==> config.mk <==
export PLATFORM = sky130hd
export DESIGN_NAME = lidar_three_sector_range_reduce
export DESIGN_NICKNAME = d
export VERILOG_FILES = /design/src/hw/rtl/ltsrr_pkg.sv /design/src/hw/rtl/lidar_three_sector_range_reduce.sv
export SDC_FILE = /design/constraint.sdc
export NUM_CORES = 1
export LEC_CHECK = 0
export BUFFER_PORTS_ARGS = -buffer_cell sky130_fd_sc_hd__buf_2
export CORE_MARGIN = 3
export CORE_UTILIZATION = 58
export CTS_CLUSTER_DIAMETER = 40
export DETAILED_ROUTE_END_ITERATION = 10
export MAX_ROUTING_LAYER = met4
export PLACE_DENSITY = 0.83
export SYNTH_ARGS = -nofsm -noshare
export SYNTH_HDL_FRONTEND = slang
export SYNTH_SLANG_ARGS = --single-unit
==> constraint.sdc <==
create_clock -name clk -period 7.75 [get_ports clk]
set_input_delay 0.775 -clock clk [delete_from_list [all_inputs] [get_ports clk]]
set_output_delay 0.775 -clock clk [all_outputs]
set_load 0.01 [all_outputs]
==> src/hw/rtl/ltsrr_pkg.sv <==
// ltsrr_pkg: constants and types for the three-sector lidar range reducer
// used by lidar_three_sector_range_reduce; no dependencies
package ltsrr_pkg;

    localparam int MAX_SAMPLES_DEF = 4096;
    localparam int RANGE_BITS_DEF  = 16;

    localparam int CFG_DATA_W  = 13;
    localparam int CFG_INDEX_W = 2;
    localparam int OUT_W       = 16;

    localparam logic [CFG_INDEX_W-1:0] CFG_MODE   = 2'd0;
    localparam logic [CFG_INDEX_W-1:0] CFG_LENGTH = 2'd1;
    localparam logic [CFG_INDEX_W-1:0] CFG_VIEW   = 2'd2;
    localparam logic [CFG_INDEX_W-1:0] CFG_OFFSET = 2'd3;

    localparam logic [1:0] MODE_MIN  = 2'd0;
    localparam logic [1:0] MODE_MAX  = 2'd1;
    localparam logic [1:0] MODE_MEAN = 2'd2;

    localparam logic [12:0] SCAN_LENGTH_RESET = 13'd1024;

    typedef enum logic [8:0] {
        S_IDLE  = 9'b000000001,
        S_MUL   = 9'b000000010,
        S_FIX   = 9'b000000100,
        S_BASE  = 9'b000001000,
        S_SECT  = 9'b000010000,
        S_WAIT  = 9'b000100000,
        S_DLOAD = 9'b001000000,
        S_DITER = 9'b010000000,
        S_DONE  = 9'b100000000
    } state_t;

endpackage

==> src/hw/rtl/lidar_three_sector_range_reduce.sv <==
// lidar_three_sector_range_reduce: per-sector min, max or mean of a lidar scan
// one sequencer around a shared bound-compare unit and a restoring divider
// depends on ltsrr_pkg
// a sample transaction steps through accept, divide-by-three multiply and fix-up,
// sector base, then each sector in turn through the shared compare unit
// at scan end it waits for a free output register, then divides each non-empty sector in mean
// mode (restoring divider, one quotient bit a cycle); the result waits in an output register
// asynchronous active-low reset: counters cleared, config regs to defaults, no result pending
module lidar_three_sector_range_reduce #(
    parameter int MAX_SAMPLES = ltsrr_pkg::MAX_SAMPLES_DEF,
    parameter int RANGE_BITS  = ltsrr_pkg::RANGE_BITS_DEF
) (
    input  logic                               clk,
    input  logic                               rst_n,
    input  logic                               cfg_write,
    input  logic [ltsrr_pkg::CFG_INDEX_W-1:0]  cfg_index,
    input  logic [ltsrr_pkg::CFG_DATA_W-1:0]   cfg_data,
    input  logic                               in_valid,
    output logic                               in_ready,
    input  logic [15:0]                        range_mm,
    input  logic                               sample_valid,
    input  logic                               scan_end,
    output logic                               out_valid,
    input  logic                               out_ready,
    output logic [ltsrr_pkg::OUT_W-1:0]        right_value,
    output logic [ltsrr_pkg::OUT_W-1:0]        front_value,
    output logic [ltsrr_pkg::OUT_W-1:0]        left_value,
    output logic                               right_empty,
    output logic                               front_empty,
    output logic                               left_empty
);

    localparam int RB     = RANGE_BITS;
    localparam int POS_W  = $clog2(MAX_SAMPLES + 1);
    localparam int CNT_W  = POS_W;
    localparam int SW     = RB + CNT_W;
    localparam int NW     = (POS_W > 13) ? POS_W : 13;
    localparam int GW     = NW + 3;
    localparam int PW     = 2 * NW + 1;
    localparam int IT_W   = $clog2(RB);
    localparam longint unsigned RECIP3_L = (64'd1 << (NW + 2)) / 64'd3;
    localparam logic [NW:0] RECIP3 = RECIP3_L[NW:0];
    localparam logic [NW-1:0] MAX_N = NW'(MAX_SAMPLES);
    localparam logic [POS_W-1:0] MAX_POS = POS_W'(MAX_SAMPLES);
    localparam logic [ltsrr_pkg::OUT_W-1:0] OUT_ONES = ltsrr_pkg::OUT_W'({RB{1'b1}});

    // configuration registers
    logic [1:0]         mode_reg;
    logic [12:0]        length_reg;
    logic [11:0]        view_reg;
    logic signed [11:0] offset_reg;

    ltsrr_pkg::state_t state_reg, state_next;

    logic [RB-1:0]    rng_reg;
    logic             smp_valid_reg;
    logic             last_reg;
    logic [POS_W-1:0] pos_reg, pos_next;
    logic [PW-1:0]    prod_reg;
    logic [NW-1:0]    v_reg;
    logic [NW-1:0]    p_reg, p_next;
    logic signed [GW-1:0] base_reg, base_next;
    logic [1:0]       sect_reg, sect_next;

    logic [RB-1:0]    best_reg [3];
    logic [SW-1:0]    sum_reg [3];
    logic [CNT_W-1:0] cnt_reg [3];
    logic [CNT_W-1:0] cnt_next [3];

    logic [CNT_W-1:0] rem_reg, rem_next;
    logic [RB-1:0]    dq_reg, dq_next;
    logic [IT_W-1:0]  it_reg, it_next;

    logic                        out_valid_reg, out_valid_next;
    logic [ltsrr_pkg::OUT_W-1:0] val_reg [3];
    logic                        empty_reg [3];

    // geometry from the registers
    logic [NW-1:0]        len_ext;
    logic [NW-1:0]        n_eff;
    logic [NW-1:0]        v_w;
    logic [NW+1:0]        three_q0;
    logic signed [GW-1:0] n_s;
    logic signed [GW-1:0] p_s;
    logic signed [GW-1:0] end_raw;
    logic signed [GW-1:0] lo_b;
    logic signed [GW-1:0] hi_b;
    logic signed [GW-1:0] pos_s;
    logic                 hit;

    // divider datapath
    logic [SW:0]    numer;
    logic [CNT_W:0] trial;
    logic           ge;

    function automatic logic signed [GW-1:0] clamp_idx(
        input logic signed [GW-1:0] x,
        input logic signed [GW-1:0] n
    );
        logic signed [GW-1:0] r;
        if (x < 0)
        begin
            r = '0;
        end
        else if (x > n - 1)
        begin
            r = n - 1;
        end
        else
        begin
            r = x;
        end
        return r;
    endfunction

    always_comb
    begin
        len_ext = NW'(length_reg);
        if (len_ext == '0)
        begin
            n_eff = NW'(1);
        end
        else if (len_ext > MAX_N)
        begin
            n_eff = MAX_N;
        end
        else
        begin
            n_eff = len_ext;
        end
        v_w      = (view_reg == '0) ? (n_eff - NW'(1)) : NW'(view_reg);
        three_q0 = (NW+2)'(prod_reg >> (NW + 2)) * (NW+2)'(3);
        n_s      = $signed(GW'(n_eff));
        p_s      = $signed(GW'(p_reg));
        pos_s    = $signed(GW'(pos_reg));
        end_raw  = base_reg + p_s - GW'(1);
        lo_b     = clamp_idx(base_reg, n_s);
        hi_b     = clamp_idx(end_raw, n_s);
        hit      = smp_valid_reg && (pos_s < n_s) && (pos_s >= lo_b) && (pos_s <= hi_b);

        numer = (SW+1)'(sum_reg[sect_reg]) + (SW+1)'(cnt_reg[sect_reg] >> 1);
        trial = {rem_reg, dq_reg[RB-1]};
        ge    = (trial >= {1'b0, cnt_reg[sect_reg]});
    end

    always_comb
    begin
        state_next     = state_reg;
        pos_next       = pos_reg;
        p_next         = p_reg;
        base_next      = base_reg;
        sect_next      = sect_reg;
        rem_next       = rem_reg;
        dq_next        = dq_reg;
        it_next        = it_reg;
        out_valid_next = out_valid_reg && !out_ready;
        for (int k = 0; k < 3; k++)
        begin
            cnt_next[k] = cnt_reg[k];
        end
        case (state_reg)
            ltsrr_pkg::S_IDLE:
            begin
                if (in_valid)
                begin
                    state_next = ltsrr_pkg::S_MUL;
                end
            end
            ltsrr_pkg::S_MUL:
            begin
                state_next = ltsrr_pkg::S_FIX;
            end
            ltsrr_pkg::S_FIX:
            begin
                p_next = NW'(prod_reg >> (NW + 2));
                if ((NW+2)'(v_reg) - three_q0 >= (NW+2)'(3))
                begin
                    p_next = NW'(prod_reg >> (NW + 2)) + NW'(1);
                end
                state_next = ltsrr_pkg::S_BASE;
            end
            ltsrr_pkg::S_BASE:
            begin
                base_next  = $signed(GW'(n_eff >> 1)) + GW'(offset_reg)
                           - ((p_s + (p_s <<< 1)) >>> 1);
                sect_next  = 2'd0;
                state_next = ltsrr_pkg::S_SECT;
            end
            ltsrr_pkg::S_SECT:
            begin
                if (hit)
                begin
                    cnt_next[sect_reg] = cnt_reg[sect_reg] + CNT_W'(1);
                end
                base_next = base_reg + p_s;
                if (sect_reg == 2'd2)
                begin
                    if (pos_reg < MAX_POS)
                    begin
                        pos_next = pos_reg + POS_W'(1);
                    end
                    state_next = last_reg ? ltsrr_pkg::S_WAIT : ltsrr_pkg::S_IDLE;
                end
                else
                begin
                    sect_next = sect_reg + 2'd1;
                end
            end
            ltsrr_pkg::S_WAIT:
            begin
                sect_next = 2'd0;
                if (!out_valid_reg)
                begin
                    state_next = ltsrr_pkg::S_DLOAD;
                end
            end
            ltsrr_pkg::S_DLOAD:
            begin
                if (mode_reg == ltsrr_pkg::MODE_MEAN && cnt_reg[sect_reg] != '0)
                begin
                    rem_next   = CNT_W'(numer[SW:RB]);
                    dq_next    = numer[RB-1:0];
                    it_next    = IT_W'(RB - 1);
                    state_next = ltsrr_pkg::S_DITER;
                end
                else if (sect_reg == 2'd2)
                begin
                    state_next = ltsrr_pkg::S_DONE;
                end
                else
                begin
                    sect_next = sect_reg + 2'd1;
                end
            end
            ltsrr_pkg::S_DITER:
            begin
                rem_next = ge ? CNT_W'(trial - {1'b0, cnt_reg[sect_reg]}) : CNT_W'(trial);
                dq_next  = {dq_reg[RB-2:0], ge};
                it_next  = it_reg - IT_W'(1);
                if (it_reg == '0)
                begin
                    if (sect_reg == 2'd2)
                    begin
                        state_next = ltsrr_pkg::S_DONE;
                    end
                    else
                    begin
                        sect_next  = sect_reg + 2'd1;
                        state_next = ltsrr_pkg::S_DLOAD;
                    end
                end
            end
            ltsrr_pkg::S_DONE:
            begin
                out_valid_next = 1'b1;
                pos_next       = '0;
                for (int k = 0; k < 3; k++)
                begin
                    cnt_next[k] = '0;
                end
                state_next = ltsrr_pkg::S_IDLE;
            end
            default:
            begin
                state_next = ltsrr_pkg::S_IDLE;
            end
        endcase
    end

    // control state
    always_ff @(posedge clk or negedge rst_n)
    begin
        if (!rst_n)
        begin
            state_reg     <= ltsrr_pkg::S_IDLE;
            pos_reg       <= '0;
            out_valid_reg <= 1'b0;
            for (int k = 0; k < 3; k++)
            begin
                cnt_reg[k] <= '0;
            end
            mode_reg   <= ltsrr_pkg::MODE_MIN;
            length_reg <= ltsrr_pkg::SCAN_LENGTH_RESET;
            view_reg   <= '0;
            offset_reg <= '0;
        end
        else
        begin
            state_reg     <= state_next;
            pos_reg       <= pos_next;
            out_valid_reg <= out_valid_next;
            for (int k = 0; k < 3; k++)
            begin
                cnt_reg[k] <= cnt_next[k];
            end
            if (cfg_write)
            begin
                case (cfg_index)
                    ltsrr_pkg::CFG_MODE:   mode_reg   <= cfg_data[1:0];
                    ltsrr_pkg::CFG_LENGTH: length_reg <= cfg_data[12:0];
                    ltsrr_pkg::CFG_VIEW:   view_reg   <= cfg_data[11:0];
                    ltsrr_pkg::CFG_OFFSET: offset_reg <= $signed(cfg_data[11:0]);
                    default:               mode_reg   <= mode_reg;
                endcase
            end
        end
    end

    // datapath, first sample of a sector overwrites best and sum
    always_ff @(posedge clk)
    begin
        if (state_reg == ltsrr_pkg::S_IDLE && in_valid)
        begin
            rng_reg       <= RB'(range_mm);
            smp_valid_reg <= sample_valid;
            last_reg      <= scan_end;
        end
        if (state_reg == ltsrr_pkg::S_MUL)
        begin
            prod_reg <= PW'(v_w) * PW'(RECIP3);
            v_reg    <= v_w;
        end
        p_reg    <= p_next;
        base_reg <= base_next;
        sect_reg <= sect_next;
        rem_reg  <= rem_next;
        dq_reg   <= dq_next;
        it_reg   <= it_next;
        if (state_reg == ltsrr_pkg::S_SECT && hit)
        begin
            if (cnt_reg[sect_reg] == '0)
            begin
                best_reg[sect_reg] <= rng_reg;
                sum_reg[sect_reg]  <= SW'(rng_reg);
            end
            else
            begin
                sum_reg[sect_reg] <= sum_reg[sect_reg] + SW'(rng_reg);
                if (mode_reg == ltsrr_pkg::MODE_MAX)
                begin
                    if (rng_reg > best_reg[sect_reg])
                    begin
                        best_reg[sect_reg] <= rng_reg;
                    end
                end
                else if (rng_reg < best_reg[sect_reg])
                begin
                    best_reg[sect_reg] <= rng_reg;
                end
            end
        end
        if (state_reg == ltsrr_pkg::S_DLOAD
            && !(mode_reg == ltsrr_pkg::MODE_MEAN && cnt_reg[sect_reg] != '0))
        begin
            empty_reg[sect_reg] <= (cnt_reg[sect_reg] == '0);
            if (cnt_reg[sect_reg] == '0)
            begin
                val_reg[sect_reg] <= (mode_reg == ltsrr_pkg::MODE_MAX) ? '0 : OUT_ONES;
            end
            else
            begin
                val_reg[sect_reg] <= ltsrr_pkg::OUT_W'(best_reg[sect_reg]);
            end
        end
        if (state_reg == ltsrr_pkg::S_DITER && it_reg == '0)
        begin
            empty_reg[sect_reg] <= 1'b0;
            val_reg[sect_reg]   <= ltsrr_pkg::OUT_W'(dq_next);
        end
    end

    assign in_ready    = (state_reg == ltsrr_pkg::S_IDLE);
    assign out_valid   = out_valid_reg;
    assign right_value = val_reg[0];
    assign front_value = val_reg[1];
    assign left_value  = val_reg[2];
    assign right_empty = empty_reg[0];
    assign front_empty = empty_reg[1];
    assign left_empty  = empty_reg[2];

    a_busy_after_accept: assert property (@(posedge clk) disable iff (!rst_n)
        in_valid && in_ready |=> !in_ready)
        else $error("input accepted while a transaction is in progress");

    a_count_bounded: assert property (@(posedge clk) disable iff (!rst_n)
        state_reg == ltsrr_pkg::S_IDLE |-> POS_W'(cnt_reg[1]) <= pos_reg)
        else $error("sector count exceeds sample position");

    a_rem_below_div: assert property (@(posedge clk) disable iff (!rst_n)
        state_reg == ltsrr_pkg::S_DITER |-> rem_reg < cnt_reg[sect_reg])
        else $error("divider remainder not below divisor");

endmodule
==> results summary, run 1 <==
The run finished with clean final reports. The post-synthesis register bit count is 396. During I/O placement, the number of pins put on the boundary was 91. The most numerous cell type found on the critical path is o21a_1.

The total overflow reported by the global router is 0. The core outline area is 45670 sq um. The total half-perimeter wirelength after legalization and detailed placement came out at 52.49 mm. The detailed-route via count came out at 20640. The data arrival time at the worst-slack endpoint came out at 7.92 ns. The number of buffers on the longest clock path is 3.

In this run, CTS created clock tree buffers numbering 52. In this run the cell area of the synthesized design comes to 26970 sq um. In this run, distinct cell masters in the synthesized netlist total 94. STA classifies the critical path startpoint as a flip-flop. The floorplan row count is 78. The relative slew slack is 0.2332. At the worst endpoint, the required time is 8.19 ns. The clock transition at the register clock pins on the worst setup and hold paths after CTS came out at 0.06 ns. The clock network latency to the later pin of the worst-skew pair is 0.63 ns. The final period utilization came out at 0.9648. The cell count after placement came out at 3201. For this run, the slowest stage of the critical path takes 0.42 ns. The standard cell area after detailed placement came out at 28410 sq um. The initial antenna violation count came out at 0.

The die is 221.6 um tall. The gate count after technology mapping is 2520. The post-route clock skew is 0.04027 ns. The primary flip-flop cell chosen by synthesis mapping is edfxtp_1. For the final routed database, the setup TNS stands at 0 ns. The detailed-route DRC error count is 0. The die span in x came out at 221.6 um. The clock drives 396 sinks. The async set-or-reset flop fraction in the synthesized netlist came out at 0.2551. The count of buffers inserted at the top-level ports is 90. The register with the most flip-flops in the layout has 87 of them. The post-route antenna net violation count came out at 0.

The count of filler cells inserted in the layout is 3238. The deepest level of the CTS H-tree came out at 2. The post-detailed-routing wire length is 71.04 mm. The area of the die came out at 49120 sq um. The Yosys warning count came out at 0. The via-per-instance ratio came out at 6.242. The growth of design area from synthesis to finish came out at 13.30%. In the post-synthesis netlist, the biggest area contributors are edfxtp_1 (31%), ha_1 (12%), dfrtp_1 (9.2%), fa_1 (5.3%), mux2i_1 (4.3%). In this run the worst hold path is classified as in -> async. The final setup violation count came out at 0.

edfxtp_1 takes more of the synthesized area than any other cell. The maximum number of pins on one net before global-route repair is 65. TritonCTS built the clock tree. At the pin with the least slew margin, the transition time is 1.150 ns. Derived from the worst setup path, the maximum achievable clock frequency is 0.1337 GHz.

Across the run, the number of max-cap violations was 0. The slowest cell on the critical path is fa_2. The leakage power of the design came out at 13.14 nW. The pre-CTS setup slack is -0.2055 ns. The number of violations reported at the end of detailed-routing iteration 0 is 1947. The first TritonRoute pass finished after 6 iterations. The synthesized area per cell came out at 10.70 sq um.

In this run the clock root is driven by a clkbuf_16. The first-pass GRT wire length is 112.0 mm. Among cell families on the critical path, the largest total delay comes from compound AO/OA/AOI/OAI gates.

The peak ir drop on the vdd network came out at 0.8698 mV. The number of failing hold endpoints at the final stage is 0. Across every metal layer, demand over resource in global routing totals 0.2921.

The share of the synthesized area in the top cell type came out at 0.3084. The critical path is of the reg -> reg type. The setup slack after layout is 0.2727 ns. The fraction of the yosys area taken by sequential cells is 0.4156. The via count of the first global-routing pass is 21110.

The number of non-filler instances in the completed layout came out at 3306. The number of pins exceeding their max-slew limit in the final report came out at 0. Counting instances in the post-synthesis netlist gives the leading cell types as edfxtp_1 (277), ha_1 (269), inv_1 (198).

The highest fanout seen on the critical path came out at 13. Of the cells placed in the final design, the portion with a size suffix greater than 1 is 0.1493. The worst setup path is captured at a flip-flop. After layout, the minimum clock period comes to 7.477 ns. Routability-driven placement finished with a final weighted congestion of 0.9768. The post-detailed-route wirelength per cell is 21.49 um. The count of flip-flops with a built-in enable after synthesis came out at 277.

For this configuration, the core starts out at a cell density of 0.5904. Yosys instantiated no cell more often than edfxtp_1. The final instance area came out at 30550 sq um.

The number of diodes added for antenna fixing came out at 0. The count of buffer and inverter cells on the critical path came out at 3. The final layout net count is 3042.

Dividing total power by cell area gives a power density of 323.8 nW/um^2.
==> worst paths after layout <==
kind / depth (start not counted) / slack [ns] / end / from
max in group asynchronous: 2 / 6.35 / cnt_reg[7] / rst_n
max: 35 / 0.27 / sum_reg[2][19] / p_reg[0]
min reg2reg: 2 / 0.49 / dq_reg[1] / dq_reg[1]
max reg2reg: 35 / 0.27 / sum_reg[2][19] / p_reg[0]
min: 1 / 0.16 / offset_reg[7] / rst_n
min in group clk: 1 / 0.32 / rng_reg[6] / range_mm[6]
==> kinds of logic after synthesis <==
kind of cell,after synthesis,synth area share
multiplexers,172,0.06834
flip-flops,396,0.4156
AND/OR/NAND/NOR,680,0.1250
buffers and inverters,267,0.03976
AO/OA/AOI/OAI,510,0.1225
XOR/XNOR,152,0.04992
other,1,0.0001391
adder cells (fa/ha/maj),342,0.1786
==> cells in the final DEF, fill, tap and decap left out, drive strengths merged, types with 9 or more instances in the layout <==
cell type,count
a21oi,148
nor3b,14
nor3,38
clkinv,9
and3,22
xor2,51
mux2i,117
fa,72
and2,16
inv,206
a31oi,14
nor4,19
a21o,54
nand3b,9
nand2b,20
clkbuf,70
a211oi,21
nand3,58
ha,269
a22oi,11
nand2,177
o21ai,121
mux2,55
buf,152
dfrtp,99
dfxtp,18
nor2,195
o211ai,10
o21bai,23
xnor2,100
nand4,22
nor2b,31
or2,24
edfxtp,277
or3,13
o21a,33
==> per-layer routing <==
metal  track usage  vias to the layer above  part of all wire
met5             -                        -                 0
met4        0.1224                        0             0.043
met3       0.04581                      239             0.079
met2        0.4617                      954              0.46
met1        0.3785                    10080              0.41
li1              -                     9361                 -
==> through the flow <==
step	power [mW]	hold slack [ns]	utilization
after global routing	10.63	0.1929	0.6690
after global placement	7.024	0.4538	0.6220
after floorplan	6.010	0.4370	-
final	9.894	0.1559	0.6690
after detailed placement	7.249	0.4704	0.6220
after CTS	9.815	0.1598	0.6643
==> where the power goes <==
group	internal [mW]	switching (mW)	total, mW
clock	1.55	0.982	2.54
sequential	2.59	0.175	2.77
combinational	1.96	2.64	4.59
total	6.10	3.79	9.89
==> timing repair <==
item	4_1_cts	5_1_grt
pin swaps	1	7
endpoints found under the hold margin	0	0
resized for setup	4	46
setup buffers	4	4
endpoints found under the setup margin	165	266
hold buffers	0	0
==> cell type report <==
cell class / count / area [sq um] / area share
clock buffers: 70 / 1471 / 0.04816
multi-input cells: 1862 / 14990 / 0.4905
well taps: 600 / 750.7 / 0.02457
flip-flops and latches: 396 / 11210 / 0.3669
clock inverters: 27 / 382.9 / 0.01253
repair buffers: 152 / 1005 / 0.03288
inverters: 199 / 748.2 / 0.02449
Note: power is estimated with default switching activity, not from simulation.
==> run 2, diff against run 1 <==
Settings changed: ABC_AREA set to 1, RECOVER_POWER set to 100.
==> results summary, run 2 <==
The run finished, with violations left. The checks that failed: capacitance limit, slew limit. The standard cell area after detailed placement is 28640 sq um (+0.83%). The total overflow reported by the global router came out at 0 (unchanged).

The clock network latency to the later pin of the worst-skew pair came to 0.64 ns (about the same). The area of the die was 50030 sq um (+1.9%). The switching power share of the total is 0.4212 (+0.03764).

The post-synthesis register bit count came out at 396 (unchanged). The maximum number of pins on one net before global-route repair came out at 72 (+11%). The number of violations reported at the end of detailed-routing iteration 0 is 2228 (+14%). The initial core utilization is 0.5890 (-0.001419). The gate count after technology mapping was 3091 (+23%). Leaving out fill and tap cells, the most frequent cell in the layout is nand2_1. The final instance area is 30500 sq um (-0.18%). The share of cells above drive strength 1 came to 0.08149 (-0.06781). The internal cell power came out at 5.850 mW (-4.1%). The cell sitting at the root of the clock tree is a clkbuf_16. For this run, the leading register cell type out of synthesis is edfxtp_1. The fraction of the yosys area taken by sequential cells came out at 0.4079 (-0.007759). The final setup violation count came out at 0 (unchanged).

The peak ir drop on the vdd network came out at 0.5014 mV (-42%). The number of instances resized during post-cts repair is 0 (-4). The final layout net count is 3584 (+18%). The multi-input gate area in the final layout was 14340 sq um (-4.3%). The via count of the first global-routing pass came out at 21480 (+1.8%).

The number of primary I/O pins is 91 (unchanged). The die height came to 223.7 um (+0.92%). The count of distinct cell types in the synthesized netlist is 68 (-28%). The register-to-register setup slack came out at 0.51 ns (+0.24 ns). The clock group share of total power came out at 0.256 (about the same). The post-detailed-route wirelength per cell came out at 18.71 um (-13%).

The number of failing hold endpoints at the final stage came out at 0 (unchanged). The clock transition at the register clock pins on the worst setup and hold paths after CTS came to 0.06 ns (about the same). The overall global routing resource usage is 0.2954 (+0.003333). Sorting the synthesized cells by area gives the leading types as edfxtp_1 (30%), ha_1 (12%), dfrtp_1 (9.0%), nand2_1 (7.6%), inv_1 (5.9%). On the critical path, the stage with the largest delay is an instance of o21ai_0. The area fraction in and, or, nand and nor cells after synthesis came out at 0.1797 (+0.05467). The routability-driven placement congestion ratio is 0.9863 (+0.97%).

The endpoint of the worst-slack reg-to-reg timing path is prod_reg[24]. The count of buffer and inverter cells on the critical path is 6 (+3). The number of buffers on the longest clock path was 3 (unchanged). The relative slew slack is -1.321 (-1.555). The final period utilization came out at 0.9337 (-0.03115). The count of buffers inserted at the top-level ports came out at 90 (unchanged). STA classifies the critical path startpoint as a flip-flop. The worst hold path belongs to the class in -> reg. The deepest level of the CTS H-tree came out at 2 (unchanged). The share of the synthesized area in the top cell type was 0.3027 (-0.005758). The worst setup path is of the reg -> reg kind. The die span in x came to 223.7 um (+0.92%). The library cells used most frequently in the layout, excluding fill and tap cells, are nand2_1 (557), inv_1 (430), edfxtp_1 (277). The post-route clock skew came out at 0.03379 ns (-0.006483 ns).

The fraction of the mapped netlist area in compound gates came to 0.1272 (+0.004679). The relative contribution of sequential cells to total power came out at 0.271 (-0.008). The clock buffer count from CTS came out at 58 (+12%). Of all cell types, the one taking the most synthesized area is edfxtp_1. After synthesis, the largest family of logic cells by area is simple AND/OR/NAND/NOR gates.

The clock period minus final worst setup slack is 7.236 ns (-0.2414 ns). The highest fanout seen on the critical path was 13 (unchanged). The worst-case reg-to-reg path depth was 28 (-20%).

The share of synthesized cell area in full adder, half adder and majority cells is 0.1749 (-0.003699). The number of buffers inserted by post-CTS setup repair came to 0 (-4). The synthesized area per cell is 8.890 sq um (-17%). STA classifies the critical path endpoint as a flip-flop. The maximum operating frequency is 0.1382 GHz (+3.3%). The core outline area is 46650 sq um (+2.1%). The total half-perimeter wirelength after legalization and detailed placement came out at 53.85 mm (+2.6%).

The commonest cells after synthesis are nand2_1 (557), inv_1 (429), edfxtp_1 (277). The detailed-route DRC error count is 0 (unchanged). In the post-synthesis netlist, the cell with the most instances is nand2_1.

Along the worst hold path, the cell count comes to 1. The delay contributed by the slowest stage of the critical path is 0.55 ns (+0.13 ns). The async set-or-reset flop fraction in the synthesized netlist is 0.2551 (unchanged). The floorplan row count is 79 (+1.3%). The tightest hold margin was 0.3153 ns (+0.1595 ns).

The kind of cell with the highest combined delay along the critical path is adder cells. The CTS tree is done. The data arrival time at the worst-slack endpoint came to 7.60 ns (-0.32 ns). The post-route antenna net violation count came out at 0 (unchanged). The fraction of power consumed by combinational cells is 0.473 (+0.009). The first-pass GRT wire length is 113.8 mm (+1.5%). The required time at the worst-slack endpoint came out at 8.12 ns (-0.07 ns). The post-synthesis xor/xnor area fraction came to 0.03756 (-0.01236). The length of the first detailed-routing pass in iterations came out at 7 (+1).

The count of flip-flops with a built-in enable after synthesis was 277 (unchanged). The Yosys warning count came out at 0 (unchanged). The via-per-instance ratio is 5.836 (-6.5%). For hold timing, the worst endpoint is rng_reg[13]. The detailed-route via count was 22530 (+9.2%). The post-detailed-routing wire length came to 72.23 mm (+1.7%). The max-capacitance violation count came out at 6 (+6).

The hold-fix buffer count after cts came out at 0 (unchanged). The sequential cell area came to 11210 sq um (about the same). The launch point of the worst reg-to-reg path is len_ext[12]. The initial antenna violation count is 2 (+2). The power density of the placed cells was 331.4 nW/um^2 (+2.3%).

The multiplexer area fraction after synthesis was 0 (-0.06834). The switching power came out at 4.257 mW (+12%). The critical hold path startpoint is range_mm[13]. The area growth from synthesis to layout is 10.98%. The transition time at the pin with the least slew margin is 3.482 ns (+2.332 ns). The post-synthesis instance area came to 27480 sq um (+1.9%). The count of filler cells inserted in the layout was 3644 (+13%). The number of pins exceeding their max-slew limit in the final report came to 186 (+186). The number of sinks driven by the clock tree is 396 (unchanged).

The leakage power of the design was 13.98 nW (+6.4%). The number of flip-flops in the largest register came out at 87 (unchanged).
run 2: cell count changes after synthesis, sizes merged, moves of 59 or more:
cell,delta
inv,+243
mux2i,-117
nand2,+398
nand3,+97
nor2,+59
o21ai,+113
xnor2,-65
run 2: cell type report:
class	count	area share
Timing Repair Buffer	120	0.01883
Clock inverter	42	0.01452
Tap cell	607	0.02490
Clock buffer	65	0.04948
Multi-Input combinational cell	2187	0.4702
Sequential cell	396	0.3675
Inverter	442	0.05448
Antenna cell	1	0.00008205
run 2: per-stage QoR:
stage               power (mW)  setup TNS [ns]  setup slack (ns)  cells    util
floorplan                6.186               0            0.5071   3096       -
global placement         7.255               0            0.6374   3752  0.6139
detailed placement       7.404               0            0.4692   3752  0.6139
CTS                      10.06               0            0.3016   3859  0.6558
global route             10.85        -0.02427         -0.008633   3860  0.6537
finish                   10.11               0            0.5141   3860  0.6537
run 2: per-layer routing:
| metal | global-route usage | wire length [um] | part of all wire |
|---|---|---|---|
| met1 | 0.4015 | 30580 | 0.42 |
| met2 | 0.4598 | 32980 | 0.46 |
| met3 | 0.04429 | 6293 | 0.087 |
| met4 | 0.09823 | 2371 | 0.033 |
| met5 | - | 0 | 0 |
run 2: cell families (layout without fill, tap and decap cells):
kind of cell / after synthesis / in the layout
buffers and inverters: 513 / 669
AND/OR/NAND/NOR: 1124 / 1124
XOR/XNOR: 117 / 117
other: 1 / 7
flip-flops: 396 / 396
AO/OA/AOI/OAI: 599 / 599
adder cells (fa/ha/maj): 341 / 341
run 2: worst max-delay path by stage:
| stage | from | endpoint | cells after the start |
|---|---|---|---|
| after detailed placement | p_reg[0] | cnt_reg[1] | 50 |
| after floorplan | p_reg[0] | sum_reg[0][0] | 48 |
| after CTS | len_ext[12] | prod_reg[24] | 28 |
| after global routing | p_reg[0] | cnt_reg[25] | 49 |
| final | len_ext[12] | prod_reg[24] | 28 |
| after global placement | len_ext[12] | prod_reg[26] | 27 |
run 2: power groups by stage:
stage | registers [mW] | logic [mW] | clock network, mW
after floorplan | 2.70 | 3.48 | 0
after CTS | 2.73 | 4.72 | 2.61
final | 2.74 | 4.78 | 2.59
after detailed placement | 2.77 | 4.64 | 0
after global placement | 2.76 | 4.49 | 0
after global routing | 2.75 | 5.40 | 2.70
